[config.mk]
export PLATFORM = sky130hd
export DESIGN_NAME = im2col_address_walker
export DESIGN_NICKNAME = d
export VERILOG_FILES = /design/src/hdl/im2col_pkg.sv /design/src/hdl/im2col_walk.sv /design/src/hdl/im2col_address_walker.sv
export VERILOG_INCLUDE_DIRS = /design/src /design/src/hdl
export SDC_FILE = /design/constraint.sdc
export NUM_CORES = 2
export LEC_CHECK = 0
export ABC_AREA = 0
export ABC_CLOCK_PERIOD_IN_PS = 10200
export BUFFER_PORTS_ARGS = -buffer_cell sky130_fd_sc_hd__buf_2
export CAP_MARGIN = 30
export CORE_ASPECT_RATIO = 1.4
export CORE_MARGIN = 2
export CORE_UTILIZATION = 66
export CTS_CLUSTER_DIAMETER = 200
export CTS_CLUSTER_SIZE = 24
export DETAILED_ROUTE_END_ITERATION = 10
export PLACE_DENSITY_LB_ADDON = 0.2
export SLEW_MARGIN = 10
export SYNTH_ARGS = -nofsm -noshare
export SYNTH_HDL_FRONTEND = slang
export SYNTH_SLANG_ARGS = --single-unit
[constraint.sdc]
create_clock -name aclk -period 10.2 [get_ports aclk]
set_input_delay 2.04 -clock aclk [delete_from_list [all_inputs] [get_ports aclk]]
set_output_delay 2.04 -clock aclk [all_outputs]
set_load 0.005 [all_outputs]
[src/hdl/im2col_address_walker_macros.svh]
// Assertion macros for the im2col address walker.
// Both forms expect aclk in the scope of the user; IAW_ASSERT also expects aresetn.
`ifndef IM2COL_ADDRESS_WALKER_MACROS_SVH
`define IM2COL_ADDRESS_WALKER_MACROS_SVH

`ifndef SYNTHESIS

// checked on every rising edge outside reset
`define IAW_ASSERT(label, prop, msg) \
    label: assert property (@(posedge aclk) disable iff (!aresetn) prop) else $error(msg);

// checked on every rising edge, reset included
`define IAW_ASSERT_ALWAYS(label, prop, msg) \
    label: assert property (@(posedge aclk) prop) else $error(msg);

`else

`define IAW_ASSERT(label, prop, msg)
`define IAW_ASSERT_ALWAYS(label, prop, msg)

`endif

`endif

[src/hdl/im2col_pkg.sv]
package im2col_pkg;

    // width of the address fields on the result stream
    localparam int OUT_ADDR_W = 24;

    // configuration register indexes
    localparam int CFG_IDX_W = 3;
    localparam logic [CFG_IDX_W-1:0] REG_KERNEL_SIZE = 3'd0;
    localparam logic [CFG_IDX_W-1:0] REG_STRIDE      = 3'd1;
    localparam logic [CFG_IDX_W-1:0] REG_PADDING     = 3'd2;
    localparam logic [CFG_IDX_W-1:0] REG_INPUT_SIZE  = 3'd3;
    localparam logic [CFG_IDX_W-1:0] REG_OUTPUT_SIZE = 3'd4;
    localparam logic [CFG_IDX_W-1:0] REG_IN_CHANNELS = 3'd5;

    // register reset values
    localparam logic [15:0] KERNEL_SIZE_RST = 16'd771;
    localparam logic [15:0] STRIDE_RST      = 16'd257;
    localparam logic [11:0] IN_CHANNELS_RST = 12'd1;

    // decoded kernel geometry shared by the walker and the datapath
    typedef struct packed {
        logic [7:0]  kw;
        logic [7:0]  kh;
        logic [7:0]  sw;
        logic [7:0]  sv;
        logic [7:0]  pw;
        logic [7:0]  pv;
        logic [11:0] channels;
    } kern_cfg_t;

endpackage

[src/hdl/im2col_walk.sv]
`include "im2col_address_walker_macros.svh"

module im2col_walk
    import im2col_pkg::*;
#(
    parameter int ADDR_BITS = 24,
    parameter int DIM_BITS  = 16
) (
    input  logic                 aclk,
    input  logic                 aresetn,
    input  logic                 accept,
    input  logic                 restart,
    input  kern_cfg_t            kcfg,
    input  logic [DIM_BITS-1:0]  out_w,
    input  logic [DIM_BITS-1:0]  out_h,
    output logic [11:0]          cur_plane,
    output logic [7:0]           cur_kr,
    output logic [7:0]           cur_kc,
    output logic [DIM_BITS-1:0]  cur_orow,
    output logic [DIM_BITS-1:0]  cur_ocol,
    output logic [ADDR_BITS-1:0] cur_dst,
    output logic                 cur_last
);

    logic [11:0]          plane_reg, plane_next;
    logic [7:0]           kr_reg, kr_next;
    logic [7:0]           kc_reg, kc_next;
    logic [DIM_BITS-1:0]  orow_reg, orow_next;
    logic [DIM_BITS-1:0]  ocol_reg, ocol_next;
    logic [ADDR_BITS-1:0] dst_reg, dst_next;

    logic [11:0]         ch_lim;
    logic [7:0]          kh_lim, kw_lim;
    logic [DIM_BITS-1:0] oh_lim, ow_lim;
    logic wrap_oc, wrap_or, wrap_kc, wrap_kr, wrap_pl;

    // limits: a zero count behaves as one
    assign ch_lim = (kcfg.channels == '0) ? '0 : kcfg.channels - 12'd1;
    assign kh_lim = (kcfg.kh == '0) ? '0 : kcfg.kh - 8'd1;
    assign kw_lim = (kcfg.kw == '0) ? '0 : kcfg.kw - 8'd1;
    assign oh_lim = (out_h == '0) ? '0 : out_h - DIM_BITS'(1);
    assign ow_lim = (out_w == '0) ? '0 : out_w - DIM_BITS'(1);

    // position of this word: restart forces the first element
    assign cur_plane = restart ? '0 : plane_reg;
    assign cur_kr    = restart ? '0 : kr_reg;
    assign cur_kc    = restart ? '0 : kc_reg;
    assign cur_orow  = restart ? '0 : orow_reg;
    assign cur_ocol  = restart ? '0 : ocol_reg;
    assign cur_dst   = restart ? '0 : dst_reg;

    assign wrap_oc = cur_ocol  >= ow_lim;
    assign wrap_or = cur_orow  >= oh_lim;
    assign wrap_kc = cur_kc    >= kw_lim;
    assign wrap_kr = cur_kr    >= kh_lim;
    assign wrap_pl = cur_plane >= ch_lim;

    assign cur_last = wrap_oc && wrap_or && wrap_kc && wrap_kr && wrap_pl;

    // counter chain, output column innermost
    always_comb begin
        ocol_next  = cur_ocol;
        orow_next  = cur_orow;
        kc_next    = cur_kc;
        kr_next    = cur_kr;
        plane_next = cur_plane;
        dst_next   = cur_dst;
        if (cur_last) begin
            ocol_next  = '0;
            orow_next  = '0;
            kc_next    = '0;
            kr_next    = '0;
            plane_next = '0;
            dst_next   = '0;
        end else begin
            if (cur_dst != '1) begin
                dst_next = cur_dst + ADDR_BITS'(1);
            end
            ocol_next = wrap_oc ? '0 : cur_ocol + DIM_BITS'(1);
            if (wrap_oc) begin
                orow_next = wrap_or ? '0 : cur_orow + DIM_BITS'(1);
                if (wrap_or) begin
                    kc_next = wrap_kc ? '0 : cur_kc + 8'd1;
                    if (wrap_kc) begin
                        kr_next = wrap_kr ? '0 : cur_kr + 8'd1;
                        if (wrap_kr) begin
                            plane_next = wrap_pl ? '0 : cur_plane + 12'd1;
                        end
                    end
                end
            end
        end
    end

    // walk state moves only when a word is taken
    always_ff @(posedge aclk) begin
        if (!aresetn) begin
            plane_reg <= '0;
            kr_reg    <= '0;
            kc_reg    <= '0;
            orow_reg  <= '0;
            ocol_reg  <= '0;
            dst_reg   <= '0;
        end else if (accept) begin
            plane_reg <= plane_next;
            kr_reg    <= kr_next;
            kc_reg    <= kc_next;
            orow_reg  <= orow_next;
            ocol_reg  <= ocol_next;
            dst_reg   <= dst_next;
        end
    end

    `IAW_ASSERT(a_wrap_after_last, accept && cur_last |=> (plane_reg == '0) && (kr_reg == '0) && (kc_reg == '0) && (orow_reg == '0) && (ocol_reg == '0) && (dst_reg == '0), "walk did not wrap after last element")
    `IAW_ASSERT(a_hold_when_idle, !accept |=> $stable(dst_reg) && $stable(ocol_reg) && $stable(plane_reg), "walk state moved without a word")

endmodule

[src/hdl/im2col_address_walker.sv]
// An accepted input word passes through stages 1 to 4 before its result shows on m_tvalid.
// Throughput: one word per cycle; the four-stage address pipeline holds
// only under back-pressure, and a stage frees as soon as the next one moves.
// Reset (aresetn low, synchronous) empties the pipeline, returns the walk to
// its first element and loads the register reset values.
`include "im2col_address_walker_macros.svh"

module im2col_address_walker
    import im2col_pkg::*;
#(
    parameter int ADDR_BITS = 24,
    parameter int DIM_BITS  = 16
) (
    input  logic                 aclk,
    input  logic                 aresetn,
    // configuration write port
    input  logic                 cfg_we,
    input  logic [CFG_IDX_W-1:0] cfg_index,
    input  logic [31:0]          cfg_wdata,
    // input stream
    input  logic                 s_tvalid,
    output logic                 s_tready,
    input  logic [7:0]           s_tdata,   // [0] restart
    // result stream
    output logic                 m_tvalid,
    input  logic                 m_tready,
    output logic [47:0]          m_tdata,   // [23:0] src_addr, [47:24] dst_addr
    output logic [0:0]           m_tuser,   // [0] is_pad
    output logic                 m_tlast
);

    localparam int PY  = DIM_BITS + 8;          // output position times stride
    localparam int SGW = DIM_BITS + 10;         // signed image coordinate
    localparam int PP  = DIM_BITS + 12;         // plane row base
    localparam int PM  = PP + DIM_BITS;         // row times width
    localparam int SUMW = ((PM + 1 > ADDR_BITS) ? PM + 1 : ADDR_BITS) + 1;
    localparam int AX  = (ADDR_BITS > OUT_ADDR_W) ? ADDR_BITS : OUT_ADDR_W;
    localparam logic [SUMW-1:0] ADDR_MAX_W =
        {{(SUMW - ADDR_BITS){1'b0}}, {ADDR_BITS{1'b1}}};

    // configuration registers
    logic [15:0] kernel_size_reg, stride_reg, padding_reg;
    logic [31:0] input_size_reg, output_size_reg;
    logic [11:0] in_channels_reg;

    always_ff @(posedge aclk) begin
        if (!aresetn) begin
            kernel_size_reg <= KERNEL_SIZE_RST;
            stride_reg      <= STRIDE_RST;
            padding_reg     <= '0;
            input_size_reg  <= '0;
            output_size_reg <= '0;
            in_channels_reg <= IN_CHANNELS_RST;
        end else if (cfg_we) begin
            unique case (cfg_index)
                REG_KERNEL_SIZE: kernel_size_reg <= cfg_wdata[15:0];
                REG_STRIDE:      stride_reg      <= cfg_wdata[15:0];
                REG_PADDING:     padding_reg     <= cfg_wdata[15:0];
                REG_INPUT_SIZE:  input_size_reg  <= cfg_wdata;
                REG_OUTPUT_SIZE: output_size_reg <= cfg_wdata;
                REG_IN_CHANNELS: in_channels_reg <= cfg_wdata[11:0];
                default: ;
            endcase
        end
    end

    kern_cfg_t           kcfg;
    logic [DIM_BITS-1:0] in_w, in_h, out_w, out_h;

    assign kcfg.kw       = kernel_size_reg[7:0];
    assign kcfg.kh       = kernel_size_reg[15:8];
    assign kcfg.sw       = stride_reg[7:0];
    assign kcfg.sv       = stride_reg[15:8];
    assign kcfg.pw       = padding_reg[7:0];
    assign kcfg.pv       = padding_reg[15:8];
    assign kcfg.channels = in_channels_reg;
    assign in_w  = input_size_reg[DIM_BITS-1:0];
    assign in_h  = input_size_reg[16 +: DIM_BITS];
    assign out_w = output_size_reg[DIM_BITS-1:0];
    assign out_h = output_size_reg[16 +: DIM_BITS];

    // stage handshake: a stage loads when it is empty or its word moves on
    logic v1_reg, v2_reg, v3_reg, v4_reg;
    logic r1, r2, r3, r4;
    logic accept;

    assign r4       = !v4_reg || m_tready;
    assign r3       = !v3_reg || r4;
    assign r2       = !v2_reg || r3;
    assign r1       = !v1_reg || r2;
    assign s_tready = r1;
    assign accept   = s_tvalid && s_tready;

    always_ff @(posedge aclk) begin
        if (!aresetn) begin
            v1_reg <= 1'b0;
            v2_reg <= 1'b0;
            v3_reg <= 1'b0;
            v4_reg <= 1'b0;
        end else begin
            if (r1) v1_reg <= s_tvalid;
            if (r2) v2_reg <= v1_reg;
            if (r3) v3_reg <= v2_reg;
            if (r4) v4_reg <= v3_reg;
        end
    end

    // element walk
    logic [11:0]          cur_plane;
    logic [7:0]           cur_kr, cur_kc;
    logic [DIM_BITS-1:0]  cur_orow, cur_ocol;
    logic [ADDR_BITS-1:0] cur_dst;
    logic                 cur_last;

    im2col_walk #(
        .ADDR_BITS (ADDR_BITS),
        .DIM_BITS  (DIM_BITS)
    ) u_walk (
        .aclk      (aclk),
        .aresetn   (aresetn),
        .accept    (accept),
        .restart   (s_tdata[0]),
        .kcfg      (kcfg),
        .out_w     (out_w),
        .out_h     (out_h),
        .cur_plane (cur_plane),
        .cur_kr    (cur_kr),
        .cur_kc    (cur_kc),
        .cur_orow  (cur_orow),
        .cur_ocol  (cur_ocol),
        .cur_dst   (cur_dst),
        .cur_last  (cur_last)
    );

    // stage 1: stride and plane products
    logic [PY-1:0]        s1_prod_y_reg, s1_prod_x_reg;
    logic [PP-1:0]        s1_prod_p_reg;
    logic [7:0]           s1_kr_reg, s1_kc_reg;
    logic [ADDR_BITS-1:0] s1_dst_reg;
    logic                 s1_last_reg;

    always_ff @(posedge aclk) begin
        if (r1 && s_tvalid) begin
            s1_prod_y_reg <= PY'(cur_orow) * PY'(kcfg.sv);
            s1_prod_x_reg <= PY'(cur_ocol) * PY'(kcfg.sw);
            s1_prod_p_reg <= PP'(cur_plane) * PP'(in_h);
            s1_kr_reg     <= cur_kr;
            s1_kc_reg     <= cur_kc;
            s1_dst_reg    <= cur_dst;
            s1_last_reg   <= cur_last;
        end
    end

    // stage 2: image coordinates, bounds check, row base
    logic [SGW-1:0]       iy, ix;
    logic                 pad_c;
    logic [PP-1:0]        s2_row_reg;
    logic [DIM_BITS-1:0]  s2_ix_reg;
    logic                 s2_pad_reg;
    logic [ADDR_BITS-1:0] s2_dst_reg;
    logic                 s2_last_reg;

    assign iy = SGW'(s1_prod_y_reg) + SGW'(s1_kr_reg) - SGW'(kcfg.pv);
    assign ix = SGW'(s1_prod_x_reg) + SGW'(s1_kc_reg) - SGW'(kcfg.pw);
    // negative coordinates show as a set sign bit
    assign pad_c = iy[SGW-1] || ix[SGW-1] || (iy >= SGW'(in_h)) || (ix >= SGW'(in_w));

    always_ff @(posedge aclk) begin
        if (r2 && v1_reg) begin
            s2_row_reg  <= s1_prod_p_reg + PP'(iy[DIM_BITS-1:0]);
            s2_ix_reg   <= ix[DIM_BITS-1:0];
            s2_pad_reg  <= pad_c;
            s2_dst_reg  <= s1_dst_reg;
            s2_last_reg <= s1_last_reg;
        end
    end

    // stage 3: row times image width
    logic [PM-1:0]        s3_prod_reg;
    logic [DIM_BITS-1:0]  s3_ix_reg;
    logic                 s3_pad_reg;
    logic [ADDR_BITS-1:0] s3_dst_reg;
    logic                 s3_last_reg;

    always_ff @(posedge aclk) begin
        if (r3 && v2_reg) begin
            s3_prod_reg <= PM'(s2_row_reg) * PM'(in_w);
            s3_ix_reg   <= s2_ix_reg;
            s3_pad_reg  <= s2_pad_reg;
            s3_dst_reg  <= s2_dst_reg;
            s3_last_reg <= s2_last_reg;
        end
    end

    // stage 4: add column, zero padded words, saturate, output register
    logic [SUMW-1:0]      src_sum;
    logic [ADDR_BITS-1:0] src_a;
    logic [AX-1:0]        src_x, dst_x;
    logic [OUT_ADDR_W-1:0] m_src_reg, m_dst_reg;
    logic                 m_pad_reg, m_last_reg;

    assign src_sum = SUMW'(s3_prod_reg) + SUMW'(s3_ix_reg);

    always_comb begin
        if (s3_pad_reg) begin
            src_a = '0;
        end else if (src_sum > ADDR_MAX_W) begin
            src_a = '1;
        end else begin
            src_a = src_sum[ADDR_BITS-1:0];
        end
    end

    assign src_x = AX'(src_a);
    assign dst_x = AX'(s3_dst_reg);

    always_ff @(posedge aclk) begin
        if (r4 && v3_reg) begin
            m_src_reg  <= src_x[OUT_ADDR_W-1:0];
            m_dst_reg  <= dst_x[OUT_ADDR_W-1:0];
            m_pad_reg  <= s3_pad_reg;
            m_last_reg <= s3_last_reg;
        end
    end

    assign m_tvalid   = v4_reg;
    assign m_tdata    = {m_dst_reg, m_src_reg};
    assign m_tuser[0] = m_pad_reg;
    assign m_tlast    = m_last_reg;

    `IAW_ASSERT(a_pad_zero_src, m_tvalid && m_tuser[0] |-> m_tdata[23:0] == 24'd0, "padded word carries a source address")
    `IAW_ASSERT(a_ready_when_drained, m_tready |-> s_tready, "pipeline stalled with output free")

endmodule
==> run metrics <==
grt ovf=0; top_reg_cell synth=edfxtp_1; worst-margin pin slew=1.02 ns; PortBufs=92; power share of the combinational group=0.221; final core utilization=0.689; P_int=3.27 mW; TritonCTS Buffers=26; Fin. Hold Viols=0; Post-synth top cells=1012 x nand2_1, 904 x inv_1, 688 x fa_1, 457 x ha_1, 401 x and2_1; DRC=0; vias in the first global route=44300; Slew Viols, Final=0; Fmax=124 MHz; crit path from=input_size_reg[4]; ANT cells=0; Cells after Synth=6107; Final nets=7229; crit path time final=8.07 ns; Crit Path Category=reg -> reg; largest net degree at the start of global routing=96; Post-Syn Nets=7300; first-pass GRT wire length=228000 um; Hold Path Class=reg -> reg; Worst VDD drop=175 uV; CP cell instances=buf_4 -> and2_1 -> fa_1 -> inv_1 -> fa_1 -> fa_1 -> inv_1 -> fa_1 -> fa_1 -> inv_1 -> fa_1 -> inv_1 -> ha_1 -> a21oi_1 -> or3b_2 -> o31ai_2 -> o21ai_1 -> a21bo_1 -> o41a_1 -> and2_1 -> a221o_1 -> a31oi_1 -> xnor2_1; register bit count reported by yosys=535; Sw Share=0.317; sequential share of power=0.528; Worst setup endpoint=s3_prod_reg[42]; DRT iter0 DRCs=2660; max reg flops=44; CTS tree=done; Rows=126; crit path launch type=register; top cell type's share of synthesized area=0.247; clk slew on worst S/H paths=0.11 ns; RePlAce Congestion=0.979; async set-or-reset flop fraction in the synthesized netlist=0; switching pwr=1.52 mW; CP delay by family, top=adder cells; slew margin rel.=0.317; Post-synth EDFFs=323; Vias/cell=5.97; I/O pin count=100; Reg-to-Reg End=s3_prod_reg[42]; DR pass1 iterations=5; share of layout cells above drive strength 1=0.0386; core area=84000 um^2; most common cell in the netlist=nand2_1; Crit path top cell by count=fa_1; WL final=141000 um; Critical Path AT=8.46 ns; worst path bufs/invs=5; register area share after synthesis=0.250; die height=348 um; slowest stage delay, CP=0.96 ns; WP data required=10.59 ns; Clock Skew=0.0403 ns; Synth cell types=89; Max Cap Viol=0; Layout area overhead=3.97%; worst-path maximum fanout=16; cell depth of the worst setup path=23; final setup violation count=0; Post-CTS Hold Buffers=0; total die area=86700 um^2; gr usage total=0.332; DR WL/cell=19.8 um; fillcell total=6679; clk_lat worst skew=0.65 ns; leak pwr=25.6 nW; CTS resizes=0; RSZ-0062 raised after global routing=false; routed via count=42600; setup TNS=0 ns; Max Buffers Root-to-Sink=3; top cell type by total area after synthesis=fa_1; DP HPWL=109000 um; placed inst area=57000 um^2; die extent in x=249 um; Initial Util=0.663; reg2reg start=input_size_reg[4]; finished layout cell area=57900 um^2; H-tree levels=1; clock sinks=535; slowest stage cell, crit path=dfxtp_1; DRT antenna net count=0; status=finished clean; largest cells by area after synthesis=fa_1 25%, edfxtp_1 17%, ha_1 10%, dfxtp_1 7.6%, nand2_1 6.8%; setup bufs post-CTS=0; reg-to-reg setup timing slack=2.13 ns; initial antenna violation count=0; Post-Syn Area per Cell=9.12 um^2; Netlist Area Pre-Place=55700 um^2; pwr dens=82.6 nW/um^2; Worst Setup End Kind=register; Tcrit/Tclk final=0.791; clock share of power=0.251; Hold Startpoint=s2_ix_reg[13]; CTS Root Cell=clkbuf_16; Reg2Reg Depth=23; Synth Warn #=0
worst min-delay path by stage:
| stage | to | slack, ns | cells past startpoint |
|---|---|---|---|
| after floorplan | dst_x[0] | 0.40 | 0 |
| after global routing | s3_ix_reg[13] | 0.41 | 0 |
| after global placement | s2_dst_reg[14] | 0.40 | 0 |
| after detailed placement | dst_x[16] | 0.40 | 0 |
| final | s3_ix_reg[13] | 0.41 | 0 |
| after CTS | s3_ix_reg[13] | 0.41 | 0 |
cell families after synthesis:
kind of cell               count (synthesis)  share of synthesized area
AOI/OAI and AO/OA                        875                     0.0978
xor gates and xnor gates                 219                     0.0344
adders and majority gates               1145                      0.350
buffers and inverters                   1162                     0.0784
DFF                                      535                      0.250
muxes                                     15                    0.00281
and+or+nand+nor                         2156                      0.186
metal layers:
| layer | track usage | vias up | part of all wire |
|---|---|---|---|
| li1 | - | 19600 | - |
| met1 | 0.377 | 21000 | 0.36 |
| met2 | 0.609 | 1582 | 0.52 |
| met3 | 0.0378 | 496 | 0.061 |
| met4 | 0.179 | 0 | 0.062 |
| met5 | 0 | - | 0 |
final cells by class:
type,count,area [um^2],share of cell area
inverter,907,3410,0.0590
sequential,535,13900,0.241
multi-input combinational,4410,37400,0.646
clock inverter,2,36.3,0.000627
tap,1088,1360,0.0235
timing repair buffer,156,995,0.0172
clock buffer,46,726,0.0125
stage by stage:
stage | hold slack [ns] | cells | power (mW) | worst slack, ns
final | 0.407 | 7144 | 4.78 | 2.13
after global routing | 0.407 | 7144 | 4.99 | 1.88
after CTS | 0.408 | 7137 | 4.80 | 2.13
after detailed placement | 0.405 | 7089 | 3.61 | 1.64
after global placement | 0.400 | 7086 | 3.57 | 1.54
after floorplan | 0.400 | 6107 | 3.24 | 1.75
power groups by stage:
stage	Sequential, mW	Combinational [mW]	Clock, mW
2_1_floorplan	2.47	0.773	0
3_3_place_gp	2.56	1.01	0
3_5_place_dp	2.57	1.04	0
4_1_cts	2.52	1.05	1.23
5_1_grt	2.53	1.18	1.29
6_report	2.53	1.06	1.20
placed cells by master (no fill, tap or decap), types with 91 or more instances in the layout:
| cell type | n |
|---|---|
| ha_1 | 457 |
| xnor2_1 | 147 |
| o21ai_0 | 143 |
| and2_1 | 401 |
| fa_1 | 688 |
| edfxtp_1 | 323 |
| a21oi_1 | 370 |
| nand2_1 | 1011 |
| nor2b_1 | 120 |
| nor2_1 | 208 |
| dfxtp_1 | 211 |
| a21o_1 | 94 |
| buf_2 | 91 |
| inv_1 | 903 |
No activity file was read; power rests on OpenSTA's default activity.
